[src/design/tmq_pkg.sv]
// tmq_pkg: shared widths, cell entry layout and texel helpers for the tile map
// quad generator. No dependencies.
`timescale 1ns / 1ps

package tmq_pkg;

   localparam int CELL_XW     = 6;
   localparam int TILE_IN_W   = 13;
   localparam int TILE_IDX_W  = 12;
   localparam int FLIP_W      = 3;
   localparam int COLS_W      = 7;
   localparam int CFG_W       = 8;
   localparam int CSR_IDX_W   = 3;
   localparam int POS_W       = 14;
   localparam int TEX_W       = 16;
   // raw texel coordinate before saturation: 12b row * 9b pitch + margin + size
   localparam int TEXR_W      = 23;

   localparam int MAP_W_DEFAULT    = 64;
   localparam int MAP_H_DEFAULT    = 64;
   localparam int MARGIN_X_DEFAULT = 0;
   localparam int MARGIN_Y_DEFAULT = 0;

   localparam int VERTS_PER_QUAD = 6;
   localparam int DIV_STEPS      = 2;   // quotient bits per divider cycle

   localparam logic [TEX_W-1:0] TEX_MAX = '1;

   typedef enum logic {
      OP_WRITE = 1'b0,
      OP_DRAW  = 1'b1
   } op_type;

   typedef enum logic [CSR_IDX_W-1:0] {
      REG_TILESET_COLUMNS = 3'd0,
      REG_TILE_WIDTH      = 3'd1,
      REG_TILE_HEIGHT     = 3'd2,
      REG_SPACING_X       = 3'd3,
      REG_SPACING_Y       = 3'd4,
      REG_BLOCK_WIDTH     = 3'd5,
      REG_BLOCK_HEIGHT    = 3'd6
   } reg_idx_type;

   typedef struct packed {
      logic                  valid;
      logic [FLIP_W-1:0]     flip;    // bit0 diagonal, bit1 horizontal, bit2 vertical
      logic [TILE_IDX_W-1:0] tile;
   } cell_type;

   localparam cell_type NO_TILE = '0;

   typedef struct packed {
      logic [TEX_W-1:0] x;
      logic [TEX_W-1:0] y;
   } tex_pt_type;

   function automatic logic [TEX_W-1:0] sat_tex(input logic [TEXR_W-1:0] v);
      logic [TEX_W-1:0] r;
      if (v > TEXR_W'(TEX_MAX)) begin
         r = TEX_MAX;
      end else begin
         r = v[TEX_W-1:0];
      end
      return r;
   endfunction

endpackage

[src/design/tmq_div.sv]
// tmq_div: restoring divider for tile index by tileset column count, DIV_STEPS
// quotient bits per cycle. Depends on tmq_pkg.
`timescale 1ns / 1ps

module tmq_div import tmq_pkg::*; (
   input  logic                  clock,
   input  logic                  reset,
   input  logic                  start,
   input  logic [TILE_IDX_W-1:0] dividend,
   input  logic [COLS_W-1:0]     divisor,    // never zero
   output logic                  done,
   output logic [TILE_IDX_W-1:0] quot,
   output logic [COLS_W-1:0]     rem
);

   localparam int ITER  = TILE_IDX_W / DIV_STEPS;
   localparam int CNT_W = (ITER > 1) ? $clog2(ITER) : 1;

   logic [TILE_IDX_W-1:0] quo_ff, quo_in;
   logic [COLS_W-1:0]     rem_ff, rem_in;
   logic [COLS_W-1:0]     dsr_ff;
   logic [CNT_W-1:0]      cnt_ff;
   logic                  busy_ff;
   logic                  done_ff;

   always_comb begin
      logic [COLS_W:0]       t;
      logic [TILE_IDX_W-1:0] q;
      logic [COLS_W-1:0]     r;
      q = quo_ff;
      r = rem_ff;
      for (int i = 0; i < DIV_STEPS; i++) begin
         t = {r, q[TILE_IDX_W-1]};
         q = {q[TILE_IDX_W-2:0], 1'b0};
         if (t >= {1'b0, dsr_ff}) begin
            t    = t - {1'b0, dsr_ff};
            q[0] = 1'b1;
         end
         r = t[COLS_W-1:0];
      end
      quo_in = q;
      rem_in = r;
   end

   always_ff @(posedge clock) begin
      if (reset) begin
         busy_ff <= 1'b0;
         done_ff <= 1'b0;
         cnt_ff  <= '0;
      end else if (start) begin
         busy_ff <= 1'b1;
         done_ff <= 1'b0;
         cnt_ff  <= '0;
         quo_ff  <= dividend;
         rem_ff  <= '0;
         dsr_ff  <= divisor;
      end else if (busy_ff) begin
         quo_ff <= quo_in;
         rem_ff <= rem_in;
         cnt_ff <= cnt_ff + 1'b1;
         if (cnt_ff == CNT_W'(ITER - 1)) begin
            busy_ff <= 1'b0;
            done_ff <= 1'b1;
         end
      end else begin
         done_ff <= 1'b0;
      end
   end

   assign done = done_ff;
   assign quot = quo_ff;
   assign rem  = rem_ff;

endmodule

[config.mk]
export PLATFORM = sky130hd
export DESIGN_NAME = tmq_div
export DESIGN_NICKNAME = d
export VERILOG_FILES = /design/src/design/tmq_pkg.sv /design/src/design/tmq_div.sv
export SDC_FILE = /design/constraint.sdc
export NUM_CORES = 1
export LEC_CHECK = 0
export ABC_AREA = 1
export BUFFER_PORTS_ARGS = -buffer_cell sky130_fd_sc_hd__buf_4
export CAP_MARGIN = 20
export CORE_MARGIN = 5
export CORE_UTILIZATION = 45
export CTS_BUF_LIST = sky130_fd_sc_hd__clkbuf_8
export DETAILED_ROUTE_END_ITERATION = 7
export GPL_ROUTABILITY_DRIVEN = 0
export GPL_TIMING_DRIVEN = 0
export HOLD_SLACK_MARGIN = 0.05
export PLACE_DENSITY = 0.7
export SKIP_LAST_GASP = 1
export SLEW_MARGIN = 20
export SYNTH_ARGS = -nofsm -noshare
export SYNTH_HDL_FRONTEND = slang
export SYNTH_SLANG_ARGS = --single-unit
export TNS_END_PERCENT = 1
[constraint.sdc]
create_clock -name clock -period 3 [get_ports clock]
set_input_delay 0.6 -clock clock [delete_from_list [all_inputs] [get_ports clock]]
set_output_delay 0.6 -clock clock [all_outputs]
set_load 0.02 [all_outputs]
==> impl_results.md, run 1 <==
- Status: finished with violations
- Failing checks: setup timing
- Final min period: between 3 and 4 ns
- Crit Path Category: reg2reg
- CP dominant cell by count: nand2_2
- Die H: approximately 77 um
- Via density: about 5
- Max-slew headroom: 61.3%
- Most frequent cells in the layout: nand2_1 (63), buf_4 (56), inv_1 (30)
- WP buf/inv: 4
- Mapped Cells: 241
- R2R Setup Slk: -0.13 ns
- Clk slew on worst S/H paths: 0.07 ns
- Dpl cell area: 2420 um2
- RSZ-0062 raised after global routing: yes
- CP Data Arrival Time: 3.29 ns
- CTS tree: yes
- Max Cap Violations: 0
- Post-synthesis average cell area: 8.33 um2
- Hold Slack: 0.498 ns
- Area grow syn2layout: 43.6%
- Cell family with most CP delay: simple AND/OR/NAND/NOR gates
- Worst reg-to-reg path cell count: 20
- IO Pins: 42
- Dpl hpwl: 3380 um
- Leak Pwr: between 1 and 1.5 nW
- Final #Nets: 345
- Core area: 4350 um2
- Post-synthesis sequential area ratio: 43.9%
- Seq pwr share: a little under a fifth
- Remaining routing DRC violations: 0
- WL per Instance: 13.5 um
- Initial antenna violation count: 0
- Final WS setup: -0.131 ns
- Startpoint Class: register
- DRT Wirelength: 4820 um
- CTS Buf Count: 5
- Via count: 1764
- Cell Pwr Density: between 1000 and 1500 nW/um2
- Final Instance Count excl. Fillers: ~360
- Fin. Hold Viols: 0
- Crit path capture type: register
- P_sw: between 0.0015 and 0.002 W
- Drt pass-1 iters: 4
- Netlist cell types: 29
- Hold_sp: divisor[2]
- Global-route wire length before repair: 7510 um
- Die Wd: 76.8 um
- 1st-iter DRT viols: ~110
- Count of final setup violators: 8
- Worst Hold Class: in2reg
- # diodes: 0
- Clock Tree Buf Depth: 2
- Initial Utilization: roughly 46%
- Crit path largest cell delay: 0.38 ns
- Worst slack, placed: -0.300 ns
- Design area: 2880 um2
- Synthesized Nets: 281
- Vias in the first global route: approximately 1700
- Hold Path End: dsr_ff[2]$_DFFE_PP_
- Die area: 5900 um2
- Comb pwr share: 71.9%
- Worst Hold Depth: 1
- Slowest cell on the critical path: edfxtp_1
- Final core occ: between 60% and 70%
- Worst reg2reg startpoint: quot[11]$_DFFE_PP_
- Largest net degree at the start of global routing: 16
- Post-Syn Area: 2010 um2
- # port buffers: 41
- Layout cells sized above 1: 39.9%
- Cells after DPL: 335
- CP Cell Sequence: inv_1 -> ha_2 -> inv_2 -> fa_2 -> nand2_2 -> nand2_2 -> nand2_2 -> buf_4 -> xor2_1 -> o21ai_4 -> ha_4 -> nand2_4 -> inv_4 -> nand3_4 -> nand3_4 -> a21oi_4 -> nand2_2 -> nor2_8 -> nand3_2 -> nand2_2
- #FFs+latches synth: 31
- Commonest non-fill, non-tap cell in the layout: nand2_1
- Peak supply drop: 0.000543 V
- Final Skew: 0.00711 ns
- Achievable frequency: 319 MHz
- Routed Antenna Nets: 0
- GRT Util Overall: 15.6%
- Crit path required time: 3.16 ns
- Worst-Skew Late Latency: 0.28 ns
- Slew @ Worst Pin: 0.578 ns
- Switching part of the total: ~46%
- Cell Rows: 24
- Total clock sinks: 31
- Crit-path max FO: 8
- Gr ovfl total: 0
- Root Buffer: clkbuf_8
- Clock network power share: 8.9%
- Reg2reg end: rem[1]$_SDFFCE_PP0P_
- Pint: approximately 0.0018 W
- H-tree depth: 2
- Max Slew Vio Count: 0
- Warnings from Yosys: 0
- Period Utilization, post-route: 104%
-- kinds of logic after synthesis --
kind of cell	Yosys count	share of synthesized area (%)
XOR/XNOR	7	3.05
AO/OA/AOI/OAI	18	4.86
adder cells (fa/ha/maj)	18	12.0
flip-flops	31	43.9
AND/OR/NAND/NOR	130	29.0
buffers and inverters	37	7.23
-- sequential cells by signal (all words and copies together), names as in the netlist --
| signal | count |
|---|---|
| busy_ff | 1 |
| cnt_ff | 3 |
| done | 1 |
| dsr_ff | 7 |
| quot | 12 |
| rem | 7 |
-- cell type report --
| class | count | area, um2 |
|---|---|---|
| sequential | 31 | 881 |
| tap | 52 | 65.1 |
| clock buffer | 5 | 68.8 |
| timing repair buffer | 57 | 432 |
| multi-input combinational | 173 | 1270 |
| buffer | 3 | 12.5 |
| inverter | 34 | 143 |
| fill | 359 | 1470 |
| clock inverter | 3 | 12.5 |
-- synth_stat cells --
cell type / instances / share of area [%]
nand3_1: 28 / 7.0
nand2_2: 3 / 0.93
or2_2: 2 / 0.62
or2_1: 1 / 0.31
dfxtp_1: 5 / 5.0
nor2_4: 1 / 0.56
o21ai_0: 4 / 1.0
o21ai_1: 1 / 0.25
inv_1: 32 / 6.0
xor2_1: 3 / 1.3
clkbuf_1: 2 / 0.37
inv_6: 1 / 0.44
nand2_4: 1 / 0.56
a21o_1: 1 / 0.37
nor3_1: 2 / 0.50
nand2_1: 80 / 15
o21a_1: 1 / 0.37
nor2_8: 1 / 1.0
clkinv_1: 1 / 0.19
a21oi_1: 10 / 2.5
a211oi_1: 1 / 0.37
nor2_1: 7 / 1.3
nand4_1: 3 / 0.93
buf_2: 1 / 0.25
edfxtp_1: 26 / 39
xnor2_1: 4 / 1.7
ha_1: 16 / 10
nor3b_1: 1 / 0.37
fa_1: 2 / 2.0
-- what timing repair did --
item | CTS | global route
endpoints found under the setup margin | 8 | 8
resized for setup | 12 | 45
pin swaps | 9 | 16
hold buffers | 0 | 0
gates cloned | 0 | 0
setup buffers | 7 | 8
hold endpoints to repair | 0 | 0
-- metal layers --
layer	global-route usage, %	wire length (um)
met4	4.55	51
met1	19.5	2060
met5	0	0
met3	4.22	225
met2	26.3	2480
-- metrics by stage --
| stage | power [W] | TNS [ns] |
|---|---|---|
| after floorplan | 0.00189 | -0.496 |
| after global placement | 0.00221 | -10.83 |
| after detailed placement | 0.00225 | -2.20 |
| after CTS | 0.00284 | -0.504 |
| after global routing | 0.00369 | -1.99 |
| final | 0.00344 | -0.837 |
-- how the worst max path moves through the flow --
stage	startpoint	end	cells after the start
2_1_floorplan	quot[11]$_DFFE_PP_	quot[0]$_DFFE_PP_	22
3_5_place_dp	quot[11]$_DFFE_PP_	quot[0]$_DFFE_PP_	22
4_1_cts	quot[11]$_DFFE_PP_	quot[0]$_DFFE_PP_	22
5_1_grt	quot[11]$_DFFE_PP_	rem[1]$_SDFFCE_PP0P_	23
6_report	quot[11]$_DFFE_PP_	rem[1]$_SDFFCE_PP0P_	20
3_3_place_gp	start	rem[6]$_SDFFCE_PP0P_	3
-- power groups by stage --
stage	Sequential, W	Combinational, W	Clock [W]
3_3_place_gp	0.000661	0.00155	0
2_1_floorplan	0.000732	0.00115	0
4_1_cts	0.000654	0.00188	0.000313
6_report	0.000662	0.00247	0.000306
3_5_place_dp	0.000662	0.00158	0
5_1_grt	0.000673	0.00268	0.000329
Power figures use the tool's default switching activity.
==> run 2, diff against run 1 <==
==> constraint.sdc (replaced) <==
create_clock -name clock -period 3 [get_ports clock]
set_input_delay 0.15 -clock clock [delete_from_list [all_inputs] [get_ports clock]]
set_output_delay 0.15 -clock clock [all_outputs]
set_load 0.02 [all_outputs]
==> run 2 against run 1 <==
Effect of this change:
- the run still ends with setup timing left
- design area up 2.4%
- routed wire length up 1.1%
- clock skew about the same
- die area unchanged
- flip-flop and latch count unchanged
- global-route usage up 0.32 points
- sequential power about the same
- highest routed layer unchanged
==> impl_results.md, run 2 (synthesis gave the netlist of run 1 again) <==
- Status: finished with violations
- Failing checks: setup timing
- Storage cell area: 881 um2
- Root Buffer: clkbuf_8
- Max-slew headroom: 61.3%
- Gr ovfl total: 0
- Crit Path Category: reg2reg
- Leak Pwr: 1.40 nW
- WP buf/inv: 4
- Layout cells sized above 1: 39.0%
- H-tree depth: 2
- Dpl hpwl: 3380 um
- IO Pins: 42
- Vias in the first global route: 1708
- Total clock sinks: 31
- Via density: 4.95
- CP Data Arrival Time: between 3 and 4 ns
- Cell Rows: 24
- GRT Util Overall: 15.9%
- Final Instance Count excl. Fillers: about 370
- Most frequent cells in the layout: nand2_1 (63), buf_4 (56), inv_1 (30)
- Final WS setup: -0.136 ns
- Max Slew Vio Count: 0
- Multi-input logic area: between 1000 and 1500 um2
- Final min period: 3.14 ns
- Largest net degree at the start of global routing: 16
- Period Utilization, post-route: 105%
- Slowest cell on the critical path: edfxtp_1
- Final #Nets: 352
- Worst-Skew Late Latency: between 0.2 and 0.3 ns
- Count of final setup violators: 8
- Slew @ Worst Pin: 0.578 ns
- Crit path required time: 3.16 ns
- Crit-path max FO: 8
- Die area: 5900 um2
- CTS Buf Count: 5
- Post-layout power: 0.00345 W
- Via count: 1805
- 1st-iter DRT viols: 94
- Clk slew on worst S/H paths: 0.07 ns
- Routed Antenna Nets: 0
- Peak supply drop: around 0.00055 V
- Largest register FFs: 12
- CTS tree: yes
- Area grow syn2layout: 47.1%
- Final core occ: 67.8%
- Cell Pwr Density: 1170 nW/um2
- Final Skew: 0.00725 ns
- Fill cells: 349
- Drt pass-1 iters: 4
- Setup_tns: -0.873 ns
- CP dominant cell by count: nand2_2
- Global-route wire length before repair: 7680 um
- Die H: 76.8 um
- Die Wd: 76.8 um
- Initial antenna violation count: 0
- Cell family with most CP delay: simple AND/OR/NAND/NOR gates
- Clock Tree Buf Depth: 2
- Remaining routing DRC violations: 0
- Core area: approximately 4400 um2
- Crit path capture type: register
- Cells after DPL: approximately 340
- Fin. Hold Viols: 0
- Worst Hold Class: in2reg
- Startpoint Class: register
- RSZ-0062 raised after global routing: yes
- # diodes: 0
- Achievable frequency: 319 MHz
- WL per Instance: 13.3 um
- Crit path largest cell delay: between 0.3 and 0.4 ns
- Initial Utilization: 46.1%
- # port buffers: 41
- CP Cell Sequence: inv_1 -> ha_2 -> inv_2 -> fa_2 -> nand2_2 -> nand2_2 -> nand2_2 -> buf_4 -> xor2_1 -> o21ai_4 -> ha_4 -> nand2_4 -> inv_4 -> nand3_4 -> nand3_4 -> a21oi_4 -> nand2_2 -> nor2_8 -> nand3_2 -> nand2_2
- Max Cap Violations: 0
- DRT Wirelength: 4870 um
- Commonest non-fill, non-tap cell in the layout: nand2_1
## run 2: where the power goes
part           internal [W]  switching, W
registers          0.000593     0.0000683
clock network      0.000156      0.000150
logic               0.00111       0.00138
## run 2: path summary, 6_finish.rpt
| check | from | end | slack [ns] | depth (start not counted) |
|---|---|---|---|---|
| max | quot[11]$_DFFE_PP_ | rem[1]$_SDFFCE_PP0P_ | -0.14 | 20 |
| min | start | done$_SDFFE_PP0P_ | 0.1 | 2 |
| max reg2reg | quot[11]$_DFFE_PP_ | rem[1]$_SDFFCE_PP0P_ | -0.14 | 20 |
| min reg2reg | cnt_ff[1]$_SDFFE_PP0P_ | cnt_ff[1]$_SDFFE_PP0P_ | 0.51 | 2 |
## run 2: layer usage
| layer | vias to the layer above | GRT usage [%] | part of all wire (%) |
|---|---|---|---|
| met2 | 37 | 26.9 | 51 |
| met4 | 0 | 4.55 | 1.1 |
| met1 | 830 | 19.9 | 43 |
| li1 | 930 | - | - |
| met5 | - | 0 | 0 |
| met3 | 8 | 4.22 | 4.7 |
## run 2: cell type report
class / count / area share (%)
multi-input cells: 173 / 43.0
repair buffers: 64 / 17.0
flip-flops and latches: 31 / 29.8
plain buffers: 3 / 0.424
inverters: 34 / 4.83
clock buffers: 5 / 2.33
clock inverters: 3 / 0.424
well taps: 52 / 2.20
## run 2: timing repair
action                     4_1_cts  5_1_grt
gates resized for setup         12       45
hold buffers                     7        0
setup endpoints to repair        8        8
hold endpoints to repair         7        0
buffers inserted                 7        8
pin swaps                        9       16
## run 2: worst reg2reg max path, delay by kind of cell, from the launching register on
kind	cells	cell delay, ns
and+or+nand+nor	10	0.97
adders and majority gates	3	0.80
DFF	1	0.38
AOI/OAI and AO/OA	2	0.33
buffers and inverters	4	0.26
xor gates and xnor gates	1	0.24
## run 2: per-stage QoR
step                      setup slack (ns)  cell area, um2  hold slack [ns]
after floorplan                    -0.0987            2030            0.228
after global placement              -0.255            2400            0.328
after CTS                          -0.0842            2700           0.0876
final                               -0.136            2950           0.0956
after detailed placement            -0.300            2420            0.329
after global routing                -0.271            2950            0.104
